$ cat config.mk
export PLATFORM = sky130hd
export DESIGN_NAME = wav_riff_header_parser
export DESIGN_NICKNAME = d
export VERILOG_FILES = /design/src/wrhp_pkg.sv /design/src/wav_riff_header_parser.sv
export SDC_FILE = /design/constraint.sdc
export NUM_CORES = 1
export LEC_CHECK = 0
export ABC_AREA = 1
export BUFFER_PORTS_ARGS = -buffer_cell sky130_fd_sc_hd__buf_4
export CORE_MARGIN = 3
export CORE_UTILIZATION = 38
export CTS_BUF_LIST = sky130_fd_sc_hd__clkbuf_4 sky130_fd_sc_hd__clkbuf_8 sky130_fd_sc_hd__clkbuf_16
export CTS_CLUSTER_SIZE = 8
export DETAILED_ROUTE_END_ITERATION = 8
export PLACE_DENSITY = 0.54
export SETUP_SLACK_MARGIN = 0.15
export SLEW_MARGIN = 10
export SYNTH_ARGS = -nofsm -noshare
export SYNTH_HDL_FRONTEND = slang
export SYNTH_SLANG_ARGS = --single-unit
$ cat constraint.sdc
create_clock -name clock -period 10.3 [get_ports clock]
set_input_delay 0.515 -clock clock [delete_from_list [all_inputs] [get_ports clock]]
set_output_delay 0.515 -clock clock [all_outputs]
set_load 0.02 [all_outputs]
$ cat src/wrhp_pkg.sv
// ----------------------------------------------------------------------------
// wrhp_pkg
// Types and constants for the RIFF/WAVE header parser.
// ----------------------------------------------------------------------------
package wrhp_pkg;

   typedef enum logic [1:0] {
      PH_RIFF    = 2'd0,
      PH_HEADER  = 2'd1,
      PH_PAYLOAD = 2'd2,
      PH_PAD     = 2'd3
   } phase_type;

   typedef logic [1:0] status_type;

   localparam status_type ST_OK    = 2'd0;
   localparam status_type ST_INVAL = 2'd1;
   localparam status_type ST_NOSUP = 2'd2;

   localparam logic [31:0] TAG_FMT  = 32'h666D_7420;   // "fmt "
   localparam logic [31:0] TAG_DATA = 32'h6461_7461;   // "data"

   localparam logic [15:0] FMT_PCM = 16'h0001;
   localparam logic [15:0] FMT_EXT = 16'hFFFE;

   localparam logic [31:0] FMT_LEN_MIN     = 32'd16;
   localparam logic [31:0] FMT_LEN_BAD     = 32'd17;
   localparam logic [31:0] FMT_EXT_LEN_MIN = 32'd40;
   localparam logic [15:0] EXT_SIZE_MIN    = 16'd22;

   localparam logic [3:0] RIFF_HDR_BYTES = 4'd12;

   typedef struct packed {
      logic [15:0] channels;
      logic [31:0] rate;
      logic [15:0] bits;
      logic [15:0] align;
      logic [1:0]  code;
   } fmt_rec_type;

   // "RIFF" at bytes 0..3, "WAVE" at bytes 8..11; bytes 4..7 are not checked
   function automatic logic [7:0] riff_magic(input logic [3:0] idx);
      logic [7:0] val;
      case (idx)
         4'd0:    val = 8'h52;
         4'd1:    val = 8'h49;
         4'd2:    val = 8'h46;
         4'd3:    val = 8'h46;
         4'd8:    val = 8'h57;
         4'd9:    val = 8'h41;
         4'd10:   val = 8'h56;
         4'd11:   val = 8'h45;
         default: val = 8'h00;
      endcase
      return val;
   endfunction

endpackage

$ cat src/wav_riff_header_parser.sv
// ----------------------------------------------------------------------------
// wav_riff_header_parser
// Byte-stream RIFF/WAVE header parser: checks magic, walks chunks, validates
// the fmt chunk and reports format plus the last data chunk at end of file.
// ----------------------------------------------------------------------------
// Pipeline: a request sits in the input register; the result of the one
//   flagged last_byte then goes into the result register behind rsp_valid.
// Throughput: one request per cycle while req_stall is low; each byte needs
//   a compare, a shift and a counter update in the single stage between
//   the input and result registers.
// Reset: synchronous, active high; clears the parse state and both valids.
//   The parser also returns to its reset state after each last byte.
// ----------------------------------------------------------------------------
module wav_riff_header_parser
   import wrhp_pkg::*;
#(
   parameter int unsigned OFFSET_BITS = 32
) (
   input  logic        clock,
   input  logic        reset,

   input  logic        req_valid,
   output logic        req_stall,
   input  logic [7:0]  req_data_byte,
   input  logic        req_last_byte,

   output logic        rsp_valid,
   input  logic        rsp_stall,
   output logic [1:0]  rsp_status,
   output logic [15:0] rsp_channel_count,
   output logic [31:0] rsp_rate_hz,
   output logic [15:0] rsp_sample_bits,
   output logic [15:0] rsp_frame_bytes,
   output logic [1:0]  rsp_sample_code,
   output logic [31:0] rsp_data_offset,
   output logic [31:0] rsp_data_length
);

   // position counter saturates at 2^OFFSET_BITS, so its top bit is the
   // "file too long" flag
   localparam int unsigned PW = OFFSET_BITS + 1;

   // ---------------------------------------------------------------- input reg
   logic       in_valid_ff;
   logic [7:0] in_data_ff;
   logic       in_last_ff;
   logic       proceed;
   logic       rsp_valid_ff;

   // a non-last byte never produces a result, so it never waits on rsp_stall
   assign proceed   = in_valid_ff && (!in_last_ff || !rsp_valid_ff || !rsp_stall);
   assign req_stall = in_valid_ff && !proceed;

   always_ff @(posedge clock) begin
      if (reset) begin
         in_valid_ff <= 1'b0;
      end else if (!req_stall) begin
         in_valid_ff <= req_valid;
      end
   end

   always_ff @(posedge clock) begin
      if (req_valid && !req_stall) begin
         in_data_ff <= req_data_byte;
         in_last_ff <= req_last_byte;
      end
   end

   // ---------------------------------------------------------------- state
   phase_type      phase_ff, phase_in;
   logic [31:0]    pc_ff, pc_in;          // byte count within current phase
   logic [PW-1:0]  pos_ff, pos_in;        // file byte position
   logic [31:0]    tag_ff, tag_in;
   logic [31:0]    len_ff, len_in;
   logic [7:0]     pend_ff [16];          // first 16 bytes of fmt payload
   logic [7:0]     pend_in [16];
   logic [15:0]    ext_ff, ext_in;        // cbSize of extensible fmt
   fmt_rec_type    kfmt_ff, kfmt_in;
   logic [31:0]    koff_ff, koff_in;
   logic [31:0]    klen_ff, klen_in;
   logic [1:0]     seen_ff, seen_in;      // bit0 fmt accepted, bit1 data seen
   status_type     err_ff, err_in;

   // ---------------------------------------------------------------- result reg
   status_type     rsp_status_ff;
   fmt_rec_type    rsp_fmt_ff;
   logic [31:0]    rsp_off_ff;
   logic [31:0]    rsp_len_ff;

   // ---------------------------------------------------------------- fmt capture
   always_comb begin
      pend_in = pend_ff;
      ext_in  = ext_ff;
      if (phase_ff == PH_HEADER && pc_ff[2:0] == 3'd7 && tag_ff == TAG_FMT) begin
         // new fmt chunk: start from a clean slate
         for (int i = 0; i < 16; i++) begin
            pend_in[i] = 8'h00;
         end
         ext_in = 16'h0000;
      end else if (phase_ff == PH_PAYLOAD && tag_ff == TAG_FMT) begin
         if (pc_ff < 32'd16) begin
            pend_in[pc_ff[3:0]] = in_data_ff;
         end else if (pc_ff == 32'd16) begin
            ext_in[7:0] = in_data_ff;
         end else if (pc_ff == 32'd17) begin
            ext_in[15:8] = in_data_ff;
         end
      end
   end

   // fields of the fmt payload as they stand after this byte
   logic [15:0] fmt_word;
   logic [15:0] bits_word;
   logic        bits_ok;
   logic [1:0]  bits_code;

   assign fmt_word  = {pend_in[1], pend_in[0]};
   assign bits_word = {pend_in[15], pend_in[14]};

   always_comb begin
      bits_ok   = 1'b1;
      bits_code = 2'd0;
      case (bits_word)
         16'd8:   bits_code = 2'd0;
         16'd16:  bits_code = 2'd1;
         16'd24:  bits_code = 2'd2;
         16'd32:  bits_code = 2'd3;
         default: bits_ok   = 1'b0;
      endcase
   end

   // ---------------------------------------------------------------- main step
   logic [31:0]    pc_inc;
   logic [PW-1:0]  pos_plus1;
   logic [PW+31:0] off_wide;
   logic           end_chunk;
   status_type     step_err;
   status_type     err_a, err_b, err_c;
   logic           final_bad;

   assign pc_inc    = pc_ff + 32'd1;
   assign pos_plus1 = pos_ff + PW'(1);
   assign off_wide  = {32'b0, pos_plus1};

   always_comb begin
      phase_in  = phase_ff;
      pc_in     = pc_ff;
      tag_in    = tag_ff;
      len_in    = len_ff;
      kfmt_in   = kfmt_ff;
      koff_in   = koff_ff;
      klen_in   = klen_ff;
      seen_in   = seen_ff;
      step_err  = ST_OK;
      end_chunk = 1'b0;

      unique case (phase_ff)
         PH_RIFF: begin
            if ((pc_ff[3:0] < 4'd4 || pc_ff[3:0] >= 4'd8) &&
                in_data_ff != riff_magic(pc_ff[3:0])) begin
               step_err = ST_INVAL;
            end
            pc_in = pc_inc;
            if (pc_inc[3:0] >= RIFF_HDR_BYTES) begin
               phase_in = PH_HEADER;
               pc_in    = 32'd0;
            end
         end
         PH_HEADER: begin
            if (!pc_ff[2]) begin
               // tag, big-endian as it reads
               tag_in = {(pc_ff[1:0] == 2'd0) ? 24'h0 : tag_ff[23:0], in_data_ff};
               if (pc_ff[1:0] == 2'd0) begin
                  len_in = 32'd0;
               end
            end else begin
               // size, little-endian
               len_in = len_ff | ({24'h0, in_data_ff} << {pc_ff[1:0], 3'b000});
            end
            pc_in = pc_inc;
            if (pc_ff[2:0] == 3'd7) begin
               if (tag_ff == TAG_DATA) begin
                  koff_in    = off_wide[31:0];
                  klen_in    = len_in;
                  seen_in[1] = 1'b1;
               end
               phase_in = PH_PAYLOAD;
               pc_in    = 32'd0;
               if (len_in == 32'd0) begin
                  end_chunk = 1'b1;
               end
            end
         end
         PH_PAYLOAD: begin
            pc_in = pc_inc;
            if (pc_inc == len_ff) begin
               end_chunk = 1'b1;
            end
         end
         PH_PAD: begin
            phase_in = PH_HEADER;
            pc_in    = 32'd0;
         end
      endcase

      if (end_chunk) begin
         phase_in = len_in[0] ? PH_PAD : PH_HEADER;
         pc_in    = 32'd0;
         if (tag_in == TAG_FMT) begin
            if (len_in < FMT_LEN_MIN) begin
               step_err = ST_INVAL;
            end else if (len_in > FMT_LEN_MIN &&
                         (len_in == FMT_LEN_BAD ||
                          (fmt_word == FMT_EXT &&
                           (ext_in < EXT_SIZE_MIN || len_in < FMT_EXT_LEN_MIN)))) begin
               step_err = ST_INVAL;
            end else if (fmt_word != FMT_PCM && fmt_word != FMT_EXT) begin
               step_err = ST_NOSUP;
            end else if (!bits_ok) begin
               step_err = ST_NOSUP;
            end else begin
               kfmt_in.channels = {pend_in[3], pend_in[2]};
               kfmt_in.rate     = {pend_in[7], pend_in[6], pend_in[5], pend_in[4]};
               kfmt_in.align    = {pend_in[13], pend_in[12]};
               kfmt_in.bits     = bits_word;
               kfmt_in.code     = bits_code;
               seen_in[0]       = 1'b1;
            end
         end
      end

      // first error sticks: too-long file, then this byte, then end-of-file
      err_a     = (err_ff == ST_OK && pos_ff[OFFSET_BITS]) ? ST_INVAL : err_ff;
      err_b     = (err_a == ST_OK) ? step_err : err_a;
      final_bad = (phase_in == PH_RIFF) || (phase_in == PH_PAYLOAD) || (seen_in != 2'b11);
      err_c     = (err_b == ST_OK && final_bad) ? ST_INVAL : err_b;

      pos_in = pos_ff[OFFSET_BITS] ? pos_ff : pos_plus1;
      err_in = err_b;

      // end of file: back to reset for the next one
      if (in_last_ff) begin
         phase_in = PH_RIFF;
         pc_in    = 32'd0;
         pos_in   = '0;
         seen_in  = 2'b00;
         err_in   = ST_OK;
      end
   end

   always_ff @(posedge clock) begin
      if (reset) begin
         phase_ff <= PH_RIFF;
         pc_ff    <= 32'd0;
         pos_ff   <= '0;
         seen_ff  <= 2'b00;
         err_ff   <= ST_OK;
      end else if (proceed) begin
         phase_ff <= phase_in;
         pc_ff    <= pc_in;
         pos_ff   <= pos_in;
         seen_ff  <= seen_in;
         err_ff   <= err_in;
      end
   end

   // chunk and record payload: only read once seen/phase say it is valid
   always_ff @(posedge clock) begin
      if (proceed) begin
         tag_ff  <= tag_in;
         len_ff  <= len_in;
         pend_ff <= pend_in;
         ext_ff  <= ext_in;
         kfmt_ff <= kfmt_in;
         koff_ff <= koff_in;
         klen_ff <= klen_in;
      end
   end

   // ---------------------------------------------------------------- result
   always_ff @(posedge clock) begin
      if (reset) begin
         rsp_valid_ff <= 1'b0;
      end else if (proceed && in_last_ff) begin
         rsp_valid_ff <= 1'b1;
      end else if (!rsp_stall) begin
         rsp_valid_ff <= 1'b0;
      end
   end

   always_ff @(posedge clock) begin
      if (proceed && in_last_ff) begin
         rsp_status_ff <= err_c;
         if (err_c == ST_OK) begin
            rsp_fmt_ff <= kfmt_in;
            rsp_off_ff <= koff_in;
            rsp_len_ff <= klen_in;
         end else begin
            rsp_fmt_ff <= '0;
            rsp_off_ff <= 32'd0;
            rsp_len_ff <= 32'd0;
         end
      end
   end

   assign rsp_valid         = rsp_valid_ff;
   assign rsp_status        = rsp_status_ff;
   assign rsp_channel_count = rsp_fmt_ff.channels;
   assign rsp_rate_hz       = rsp_fmt_ff.rate;
   assign rsp_sample_bits   = rsp_fmt_ff.bits;
   assign rsp_frame_bytes   = rsp_fmt_ff.align;
   assign rsp_sample_code   = rsp_fmt_ff.code;
   assign rsp_data_offset   = rsp_off_ff;
   assign rsp_data_length   = rsp_len_ff;

   // ---------------------------------------------------------------- checks
   // an error result carries nothing but its status
   a_err_zero: assert property (@(posedge clock) disable iff (reset)
      (rsp_valid && rsp_status != ST_OK) |->
         (rsp_fmt_ff == '0 && rsp_data_offset == 32'd0 && rsp_data_length == 32'd0))
      else $error("error result with nonzero fields");

   // the last byte of a file leaves the parser in its reset state
   a_eof_reset: assert property (@(posedge clock) disable iff (reset)
      (proceed && in_last_ff) |=>
         (phase_ff == PH_RIFF && pos_ff == '0 && seen_ff == 2'b00 && err_ff == ST_OK))
      else $error("parser not back at reset state after last byte");

   // a new result is only produced when a last byte goes through
   a_rsp_src: assert property (@(posedge clock) disable iff (reset)
      $rose(rsp_valid) |-> $past(proceed && in_last_ff))
      else $error("result without a last byte");

   // a success needs both an accepted fmt and a data chunk at end of file
   a_ok_seen: assert property (@(posedge clock) disable iff (reset)
      (proceed && in_last_ff && err_c == ST_OK) |-> !final_bad)
      else $error("ok status without fmt and data");

endmodule

======== After elaboration in Yosys (flattened, before gate mapping) ========
Memories as Yosys holds them, arrays and structs flattened. A register that Yosys moved wholly into a read port is not among the register bits.
Index checks and enable logic that the tools add are counted.
storage, ports and cells
  memories kept ........................... 1
  memory bits (read-only) ................. 96
  input port bits ......................... 13
  register bits after elaboration ......... 584
  memory bits (writable) .................. 0
  logic and storage cells ................. 199
  bits in latches ......................... 0
  output and inout port bits .............. 150
cells by class
  equal/unequal tests ..................... 23
  reductions and logical operators ........ 39
  mux-type cells .......................... 77
  shift-type cells ........................ 1
  multipliers ............................. 0
  order comparisons ....................... 10
  bitwise operators ....................... 2
  div/mod/pow operators ................... 0
  add/subtract/negate cells ............... 2
memories
  memory           depth  width  read ports  clocked after Yosys merged registers in  wr ports  line            source
  (no name shown)  16     6      1           1                                        0         wrhp_pkg.sv:44  case (idx)
operators by type and width
  operator                 number
  $mux W32                 16
  $mux W82                 6
  $mux W128                3
  $bwmux W128              1
  $pmux W32 S4             1
  $eq A32 B31 Y1 const B   3
  $eq A32 B5 Y1 const B    3
  $mux W33                 2
  $lt A32 B5 Y1 const B    2
  $mux W16                 3
  $mux W8                  5
  $add A33 B1 Y33 const B  1
  $add A32 B1 Y32 const B  1
  $demux W8 S4             1
  $eq A16 B5 Y1 const B    2
  $eq A32 B32 Y1           1
  $gt A32 B5 Y1 const B    1
  $logic_not A32 Y1        1
  $lt A32 B6 Y1 const B    1
  $mux W2                  16
  $or A32 B32 Y32          1
  $shl A8 B5 Y32           1
  $mux W24                 1
  $mux W1                  17
  other kinds (28)         64

======== Logic depth before layout (Yosys ltp) ========
Gate-level depths: netlist of run 1.
  word-level depth ........................ 23
  mapped depth ............................ 31
  gate-level depth less buffers ........... 26

======== Worst setup path after synthesis of run 1 ========
Ideal clock, no wire load.
  path kind ............................... in2reg
  from .................................... input rsp_stall
  to ...................................... register rsp_fmt_ff (netlist bit rsp_channel_count[0]) (enable)
  path slack .............................. -0.752 ns
  data arrival time ....................... 10.204 ns
  buffers on the path ..................... 0
  data required time ...................... 9.451 ns
  cell stages on the path ................. 7
  library setup time ...................... 0.849 ns
  path through ............................ nand2_1 inv_1 nand2_1 nand2_1 clkinv_1 nand2_1 inv_1
on the way
  longest elaborated chain between the ends .. 4
ends and longest elaborated chain
  what                    line                           source
  start: declaration      wav_riff_header_parser.sv:28   input logic rsp_stall,
  $logic_not A1 Y1        --
  $logic_or A1 B1 Y1      wav_riff_header_parser.sv:51   assign proceed = in_valid_ff && (!in_last_ff || !rsp_valid_ff || !rsp_stall);
  $logic_and A1 B1 Y1     wav_riff_header_parser.sv:51
  via proceed             wav_riff_header_parser.sv:47   logic proceed;
  $logic_and A1 B1 Y1     wav_riff_header_parser.sv:292  if (proceed && in_last_ff) begin
  end signal: assignment  wav_riff_header_parser.sv:295  rsp_fmt_ff <= kfmt_in;
  end: declaration        wav_riff_header_parser.sv:86   fmt_rec_type rsp_fmt_ff;
The timed path passes the listed nets, and every way through them passes these cells.
A chain may end at the register's enable or synchronous reset.

======== Worst setup path after layout of run 1 ========
  from .................................... register pc_ff[0]
  to ...................................... register rsp_fmt_ff (netlist bit rsp_rate_hz[24]), data pin
on the way
  longest elaborated chain between the ends .. 23
  elaborated cells between the ends (all ways) .. 101
ends and longest elaborated chain
  what                                                    line                           source
  start: declaration                                      wav_riff_header_parser.sv:71   logic [31:0] pc_ff, pc_in;
  start signal: assignment                                wav_riff_header_parser.sv:260  pc_ff <= pc_in;
  branches (longest 23 deep; another with $lt A32 B5 Y1)  --
Parallel ways; which one is timed is not known. The select of a mux whose other input is x is not followed.

==> results of run 1 <==
cell usage after synthesis (3+ instances only):
library cell	n	area share
dfxtp_1	79	0.057
inv_2	11	0.0015
nand3_1	114	0.020
nor4_1	15	0.0034
a211oi_1	66	0.018
o21ai_0	186	0.033
or2_2	54	0.012
edfxtp_1	478	0.51
ha_1	11	0.0049
xnor2_1	8	0.0025
inv_1	520	0.070
nand2_2	7	0.0016
o211ai_1	5	0.0013
nor2_2	6	0.0013
nand3b_1	3	0.00081
nor2_1	479	0.064
clkbuf_1	75	0.010
nand4_1	32	0.0072
buf_4	6	0.0016
buf_2	42	0.0075
xor2_1	35	0.011
nand2_1	829	0.11
a31oi_1	5	0.0011
o22ai_1	25	0.0056
nor3_1	39	0.0070
o21ai_1	14	0.0025
o31ai_1	6	0.0016
xnor3_1	3	0.0024
a21oi_1	103	0.018
o32ai_1	6	0.0019
clkinv_1	4	0.00054
area by class of cell:
| type | instances | area [sq um] | share of cell area |
|---|---|---|---|
| clock buffer | 121 | 2290 | 0.0706 |
| inverter | 535 | 2030 | 0.0624 |
| clock inverter | 7 | 129 | 0.00397 |
| tap | 950 | 1190 | 0.0366 |
| timing repair buffer | 185 | 1390 | 0.0428 |
| multi-input combinational | 2066 | 9490 | 0.292 |
| sequential | 557 | 15900 | 0.491 |
cell families after synthesis:
group / count (synthesis)
AOI/OAI and AO/OA: 424
xor gates and xnor gates: 46
adders and majority gates: 11
buffers and inverters: 662
DFF: 557
and+or+nand+nor: 1585
stage by stage:
stage	power (mW)	util	instances
finish	5.16	0.449	4421
global route	5.35	0.449	4421
CTS	5.23	0.449	4421
detailed placement	2.69	0.416	4293
global placement	2.69	0.416	4293
floorplan	2.63	-	3285
path summary, 6_finish.rpt:
path                    start         endpoint  slack, ns  cells after the start
min          req_data_byte[5]    in_data_ff[5]       0.09                      1
max                  pc_ff[0]  rsp_rate_hz[24]       3.41                     20
min reg2reg         err_ff[0]        err_ff[0]       0.47                      2
max reg2reg          pc_ff[0]  rsp_rate_hz[24]       3.41                     20
sequential cells by signal (all words and copies together), names as in the netlist, 2 cells and up, named ones only:
name	count
pend_ff	96
kfmt_ff	82
pos_ff	33
klen_ff	32
koff_ff	32
len_ff	32
pc_ff	32
rsp_data_length	32
rsp_data_offset	32
rsp_rate_hz	32
tag_ff	32
rsp_channel_count	16
rsp_frame_bytes	16
rsp_sample_bits	16
ext_ff	15
in_data_ff	8
err_ff	2
phase_ff	2
rsp_sample_code	2
rsp_status	2
seen_ff	2
routing by layer:
| metal | wire length (microns) | global-route usage |
|---|---|---|
| met1 | 35800 | 0.281 |
| met2 | 34600 | 0.306 |
| met3 | 4320 | 0.0304 |
| met4 | 1840 | 0.0570 |
| met5 | 0 | 0 |
power groups by stage:
| stage | clock network [mW] | registers, mW | logic [mW] |
|---|---|---|---|
| 5_1_grt | 2.69 | 2.48 | 0.182 |
| 3_3_place_gp | 0 | 2.52 | 0.165 |
| 6_report | 2.52 | 2.48 | 0.164 |
| 3_5_place_dp | 0 | 2.52 | 0.165 |
| 2_1_floorplan | 0 | 2.53 | 0.0983 |
| 4_1_cts | 2.59 | 2.48 | 0.166 |
==> impl_metrics.env, run 1 <==
export IMPL_status="finished clean"
export IMPL_cts_resized=0
export IMPL_drtIter0Drc=1691
export IMPL_cts_setup_buffers=0
export IMPL_power_density_nw_per_um2=159
export IMPL_synth_avg_cell_area_sq_um=8.51
export IMPL_place_congestion=0.865
export IMPL_numClockSinks=557
export IMPL_numCtsBuffers=79
export IMPL_max_clock_path_buffers=3
export IMPL_p_seq_frac=0.480
export IMPL_p_int_mw=4.03
export IMPL_synthCells=3285
export IMPL_pwr_share_comb=0.032
export IMPL_power_switching_mw=1.13
export IMPL_grt_pass1_vias=20592
export IMPL_overflow=0
export IMPL_io_pins=163
export IMPL_ys_ff_latch=557
export IMPL_clock_latency_ns=0.63
export IMPL_worst_ep_arrival_time_ns=7.35
export IMPL_synthMuxAreaShare=0
export IMPL_p_leak_nw=14.0
export IMPL_layout_nets=3448
export IMPL_routedWlPerCell_microns=17.3
export IMPL_layout_common_cells="nand2_1, inv_1, nor2_1, edfxtp_1, o21ai_0"
export IMPL_syn2layout_area_growth_pct=16.1
export IMPL_synthSimpleGateAreaFrac=0.231
export IMPL_switching_share=0.219
export IMPL_cap_viol_max_count=0
export IMPL_fillers=7080
export IMPL_ir_drop_mv=0.105
export IMPL_cpLargestDelayFamily="simple AND/OR/NAND/NOR gates"
export IMPL_hold_path_class="in2reg"
export IMPL_layout_min_cycle_time_ns=6.89
export IMPL_synth_top_flop_cell="edfxtp_1"
export IMPL_yosys_warnings=0
export IMPL_grt_max_degree=106
export IMPL_rows=98
export IMPL_crit_path_cell_trace="inv_1 > ha_1 > inv_2 > nor2_2 > buf_4 > o22ai_1 > o21ai_0 > nand2_1 > nor3_1 > nand3_1 > nor3_1 > nor2_1 > nand2_1 > nand2_1 > nor2_1 > nand2_4 > a21oi_1 > nand3_4 > buf_4 > nor2_1"
export IMPL_first_pass_iters=6
export IMPL_hpwl_microns=50500
export IMPL_cts_tree="built"
export IMPL_antenna_cells=0
export IMPL_clk_transition_reported_paths_ns=0.05
export IMPL_die_area_sq_um=76800
export IMPL_htreeDepth=3
export IMPL_fin_area_sq_um=32400
export IMPL_antenna_found_initial=2
export IMPL_cp_required_ns=10.76
export IMPL_ys_async_sr_fraction=0
export IMPL_rsz0062_at_grt="no"
export IMPL_end_kind="register"
export IMPL_synth_compound_area_share=0.0858
export IMPL_grt_first_pass_wirelength_microns=119000
export IMPL_setup_tns_ns=0
export IMPL_slew_headroom=0.210
export IMPL_floorplan_initialDensity=0.387
export IMPL_synthAdderAreaFrac=0.00492
export IMPL_final_common_cell="nand2_1"
export IMPL_critPathBufInv=4
export IMPL_place_area_sq_um=30000
export IMPL_crit_slowest_cell="ha_1"
export IMPL_crit_type="reg2reg"
export IMPL_ant_nets=0
export IMPL_die_height_microns=277
export IMPL_fmax_mhz=145
export IMPL_finalCritPeriodShare=0.669
export IMPL_core_area_sq_um=72200
export IMPL_grt_usage=0.196
export IMPL_routed_wirelength_microns=76500
export IMPL_setup_ws_ns=3.41
export IMPL_hold_slack_ns=0.0886
export IMPL_synth_edf_count=478
export IMPL_synth_cell_type_count=44
export IMPL_slowest_delay_ns=0.85
export IMPL_syn_cell_area_sq_um=28000
export IMPL_path_max_fanout=79
export IMPL_cts_root_buf="clkbuf_16"
export IMPL_synth_xor_area_frac=0.0159
export IMPL_viasPerCell=4.86
export IMPL_drv_slew=0
export IMPL_ctsHoldBuffers=0
export IMPL_drc=0
export IMPL_drive_above_1_share=0.115
export IMPL_synth_nets=3309
export IMPL_synth_top_family_by_area="simple AND/OR/NAND/NOR gates"
export IMPL_hold_viol=0
export IMPL_cp_start_kind="register"
export IMPL_dpl_worst_slack_ns=3.36
export IMPL_tightest_slew_ns=1.19
export IMPL_ys_seq_area_frac=0.570
export IMPL_skew_ns=0.0420
export IMPL_chipWidth_microns=277
export IMPL_finalSetupViolations=0
export IMPL_io_buffer_count=162
export IMPL_clkPwrFrac=0.488
export IMPL_vias=21507
Note: power is estimated with default switching activity, not from simulation.
==> run 2, diff against run 1 <==
Clock period 10.3 ns to 6 ns, I/O delays scaled along.
==> impl_metrics.env, run 2 (same netlist as run 1, synthesis figures left out) <==
export IMPL_chipWidth_microns=277
export IMPL_drc=0
export IMPL_power_density_nw_per_um2=272
export IMPL_p_leak_nw=14.1
export IMPL_overflow=0
export IMPL_cts_tree="built"
export IMPL_finalCritPeriodShare=0.775
export IMPL_worst_ep_arrival_time_ns=5.01
export IMPL_drive_above_1_share=0.119
export IMPL_met2WireLength_microns=34600
export IMPL_layout_common_cells="nand2_1, inv_1, nor2_1, edfxtp_1, buf_4"
export IMPL_grt_pass1_vias=20959
export IMPL_numCtsBuffers=79
export IMPL_drv_slew=0
export IMPL_numClockSinks=557
export IMPL_layout_min_cycle_time_ns=4.65
export IMPL_critPathBufInv=6
export IMPL_core_area_sq_um=72200
export IMPL_fmax_mhz=215
export IMPL_setup_tns_ns=0
export IMPL_max_clock_path_buffers=3
export IMPL_rows=98
export IMPL_largest_register="pend_ff"
export IMPL_clock_latency_ns=0.63
export IMPL_reg2reg_slack_ns=1.35
export IMPL_cts_setup_buffers=0
export IMPL_io_pins=163
export IMPL_cpLargestDelayFamily="simple AND/OR/NAND/NOR gates"
export IMPL_viasPerCell=4.89
export IMPL_largestRegisters="pend_ff x96, kfmt_ff x82, pos_ff x33"
export IMPL_cap_viol_max_count=0
export IMPL_largest_register_ff_count=96
export IMPL_floorplan_initialDensity=0.387
export IMPL_ant_nets=0
export IMPL_antenna_found_initial=2
export IMPL_crit_path_cell_trace="ha_1 > ha_1 > nand2_1 > inv_1 > nand3_1 > buf_4 > nand2_1 > nor2_1 > nand2_1 > nor2_1 > nand2_1 > o21ai_1 > nand2_1 > inv_1 > nand2_4 > buf_12 > inv_2 > nor2_1 > nor2_1 > inv_1 > nor2_1"
export IMPL_finalSetupViolations=0
export IMPL_cp_start_kind="register"
export IMPL_grt_max_degree=125
export IMPL_cts_root_buf="clkbuf_16"
export IMPL_ir_drop_mv=0.210
export IMPL_status="finished clean"
export IMPL_wl_met3_microns=4330
export IMPL_routed_wirelength_microns=76300
export IMPL_routedWlPerCell_microns=17.2
export IMPL_slew_headroom=0.261
export IMPL_tightest_slew_ns=1.10
export IMPL_first_pass_iters=5
export IMPL_clk_transition_reported_paths_ns=0.06
export IMPL_final_common_cell="nand2_1"
export IMPL_rsz0062_at_grt="no"
export IMPL_grt_usage=0.197
export IMPL_hold_path_class="in2reg"
export IMPL_utilization=0.453
export IMPL_cp_startpoint="pc_ff[0]"
export IMPL_hpwl_microns=51600
export IMPL_place_congestion=0.885
export IMPL_r2r_start="pc_ff[0]"
export IMPL_io_buffer_count=162
export IMPL_vias=21751
export IMPL_antenna_cells=0
export IMPL_routed_top_layer="met4"
export IMPL_crit_slowest_cell="dfxtp_1"
export IMPL_drtIter0Drc=1626
export IMPL_skew_ns=0.0388
export IMPL_cp_required_ns=6.36
export IMPL_power_total_mw=8.91
export IMPL_die_height_microns=277
export IMPL_hold_viol=0
export IMPL_layout_nets=3473
export IMPL_syn2layout_area_growth_pct=17.1
export IMPL_wl_met1_microns=35600
export IMPL_htreeDepth=3
export IMPL_die_area_sq_um=76800
export IMPL_crit_type="reg2reg"
export IMPL_slowest_delay_ns=0.53
export IMPL_hold_start="rsp_stall"
export IMPL_grt_first_pass_wirelength_microns=120000
export IMPL_path_max_fanout=124
export IMPL_end_kind="register"
-- run 2: final cells by class --
| class | instances | area [sq um] |
|---|---|---|
| clock buffers | 125 | 2320 |
| multi-input cells | 2066 | 9480 |
| well taps | 950 | 1190 |
| clock inverters | 7 | 140 |
| fillers | 7101 | 39500 |
| inverters | 535 | 2020 |
| repair buffers | 210 | 1640 |
| flip-flops and latches | 557 | 15900 |
-- run 2: timing repair --
action,4_1_cts,5_1_grt
gates resized for setup,0,0
hold buffers,10,0
hold endpoints to repair,10,0
-- run 2: metrics by stage --
stage                     cells  instance area, sq um  hold slack, ns  setup slack (ns)
final                      4450                 32700           0.111              1.35
after global routing       4450                 32700          0.0837             0.786
after CTS                  4450                 32700          0.0495              1.35
after detailed placement   4308                 30200           0.455              1.38
after global placement     4308                 30200           0.454              1.42
after floorplan            3285                 28000           0.399             0.320
-- run 2: final timing paths --
kind                     endpoint  cells past startpoint
min reg2reg             err_ff[0]                      2
min                     rsp_valid                      5
max reg2reg  rsp_channel_count[7]                     21
max          rsp_channel_count[7]                     21
-- run 2: power by group --
part	switching [mW]	leakage (nW)	internal, mW
clock	1.69	1.24	2.66
sequential	0.0264	4.56	4.23
combinational	0.225	8.32	0.0671
-- run 2: worst min-delay path, cell delays in order --
cell	delay, ns
buf_4	0.08
nand2_1	0.08
inv_1	0.09
o21ai_0	0.09
inv_1	0.06
-- run 2: routing by layer --
metal  vias up  track usage
met5         -            0
met4         0       0.0541
met3       117       0.0348
met2       548        0.310
met1     10143        0.280
li1      10943            -
==> run 3, diff against run 2 <==
Clock period 6 ns to 3.9 ns, I/O delays scaled along.
==> impl_metrics.env, run 3 (same netlist as run 1, synthesis figures left out) <==
export IMPL_status="finished clean"
export IMPL_max_clock_path_buffers=3
export IMPL_skew_ns=0.0494
export IMPL_largestRegisters="pend_ff x96, kfmt_ff x82, pos_ff x33"
export IMPL_power_density_nw_per_um2=397
export IMPL_ant_nets=0
export IMPL_io_pins=163
export IMPL_largest_register="pend_ff"
export IMPL_place_congestion=0.914
export IMPL_antenna_cells=0
export IMPL_cp_start_kind="register"
export IMPL_drv_slew=0
export IMPL_worst_ep_arrival_time_ns=4.11
export IMPL_fillers=7015
export IMPL_vias=22542
export IMPL_ir_drop_mv=0.275
export IMPL_cts_tree="built"
export IMPL_chipWidth_microns=277
export IMPL_use_met1=0.276
export IMPL_tightest_slew_ns=1.15
export IMPL_crit_type="reg2reg"
export IMPL_routedWlPerCell_microns=17.7
export IMPL_end_kind="register"
export IMPL_finalSetupViolations=0
export IMPL_hpwl_microns=52200
export IMPL_die_area_sq_um=76800
export IMPL_slew_headroom=0.233
export IMPL_dpl_worst_slack_ns=-0.0372
export IMPL_htreeDepth=3
export IMPL_min_path_cells=5
export IMPL_drtIter0Drc=1537
export IMPL_first_pass_iters=5
export IMPL_numClockSinks=557
export IMPL_final_common_cell="nand2_1"
export IMPL_numCtsBuffers=80
export IMPL_layout_nets=3610
export IMPL_rows=98
export IMPL_ff2ff_path_depth=21
export IMPL_drc=0
export IMPL_cap_viol_max_count=0
export IMPL_path_max_fanout=13
export IMPL_clk_transition_reported_paths_ns=0.05
export IMPL_die_height_microns=277
export IMPL_grt_usage=0.197
export IMPL_busiest_layer="met2"
export IMPL_floorplan_initialDensity=0.387
export IMPL_antenna_found_initial=0
export IMPL_gr_usage_met3=0.0373
export IMPL_routed_wirelength_microns=81000
export IMPL_cts_root_buf="clkbuf_16"
export IMPL_overflow=0
export IMPL_layout_min_cycle_time_ns=3.64
export IMPL_hold_path_class="in2reg"
export IMPL_fmax_mhz=275
export IMPL_cp_required_ns=4.37
export IMPL_largest_register_ff_count=96
export IMPL_io_buffer_count=162
export IMPL_grt_max_degree=178
export IMPL_grt_pass1_vias=21358
export IMPL_p_leak_nw=15.1
export IMPL_grt_first_pass_wirelength_microns=121000
export IMPL_rsz0062_at_grt="yes"
export IMPL_met2_usage=0.309
export IMPL_clock_latency_ns=0.63
export IMPL_setup_ws_ns=0.263
export IMPL_finalCritPeriodShare=0.933
export IMPL_hold_slack_ns=0.0506
export IMPL_layout_common_cells="nand2_1, inv_1, edfxtp_1"
export IMPL_viasPerCell=4.92
export IMPL_core_area_sq_um=72200
export IMPL_drive_above_1_share=0.185
export IMPL_syn2layout_area_growth_pct=24.5
export IMPL_hold_viol=0
run 3: critical path, cell delays in order, from the launching register on:
cell and delay [ns]:
dfxtp_4 0.38, inv_4 0.09, ha_4 0.14, inv_2 0.07, nor2_4 0.29, clkbuf_16 0.23, o22ai_1 0.11, o21ai_1 0.19
nand4_1 0.14, nor2_1 0.16, nand2_2 0.14, nor3_4 0.26, nor2_2 0.06, nand2_1 0.07, nand2_2 0.06, nor2_2 0.15
nand2_4 0.12, a21oi_4 0.17, nand3_4 0.15, buf_6 0.18, clkbuf_16 0.18, nor2_1 0.13
run 3: timing repair:
item	CTS	global route
endpoints found under the setup margin	148	255
endpoints found under the hold margin	10	0
pin swaps	2	36
hold buffers	10	0
resized for setup	21	187
setup buffers	0	27
gates cloned	1	18
run 3: per-stage QoR:
stage / instance area, sq um / total power, mW / instances / util / TNS [ns]
after global routing: 34800 / 14.3 / 4583 / 0.482 / 0
after global placement: 31000 / 7.13 / 4399 / 0.430 / 0
final: 34800 / 13.8 / 4583 / 0.482 / 0
after floorplan: 28000 / 6.92 / 3285 / - / -39.87
after CTS: 33700 / 14.0 / 4539 / 0.466 / 0
after detailed placement: 31000 / 7.13 / 4399 / 0.430 / -0.0939
run 3: worst paths after layout:
path / start / end / slack (ns)
min reg2reg: err_ff[0] / err_ff[0] / 0.47
max: pc_ff[1] / rsp_data_offset[30] / 0.26
min: rsp_stall / rsp_valid / 0.05
max reg2reg: pc_ff[1] / rsp_data_offset[30] / 0.26
run 3: cell type report:
type,count,area [sq um],area share
sequential,557,16000,0.458
clock buffer,122,2320,0.0667
tap,950,1190,0.0341
clock inverter,7,134,0.00385
inverter,535,2050,0.0589
timing repair buffer,346,3170,0.0912
multi-input combinational,2066,9990,0.287
run 3: power breakdown:
part           total (mW)  switching [mW]  leakage [nW]  internal [mW]
logic               0.517           0.378          9.34          0.139
registers            6.54          0.0363          4.56           6.50
clock network        6.76            2.65          1.24           4.11
total                13.8            3.06          15.1           10.8
run 3: per-layer routing:
layer,share of wire,vias up
met5,0,-
met4,0.028,0
met3,0.061,142
met2,0.45,621
met1,0.46,10528
li1,-,11251
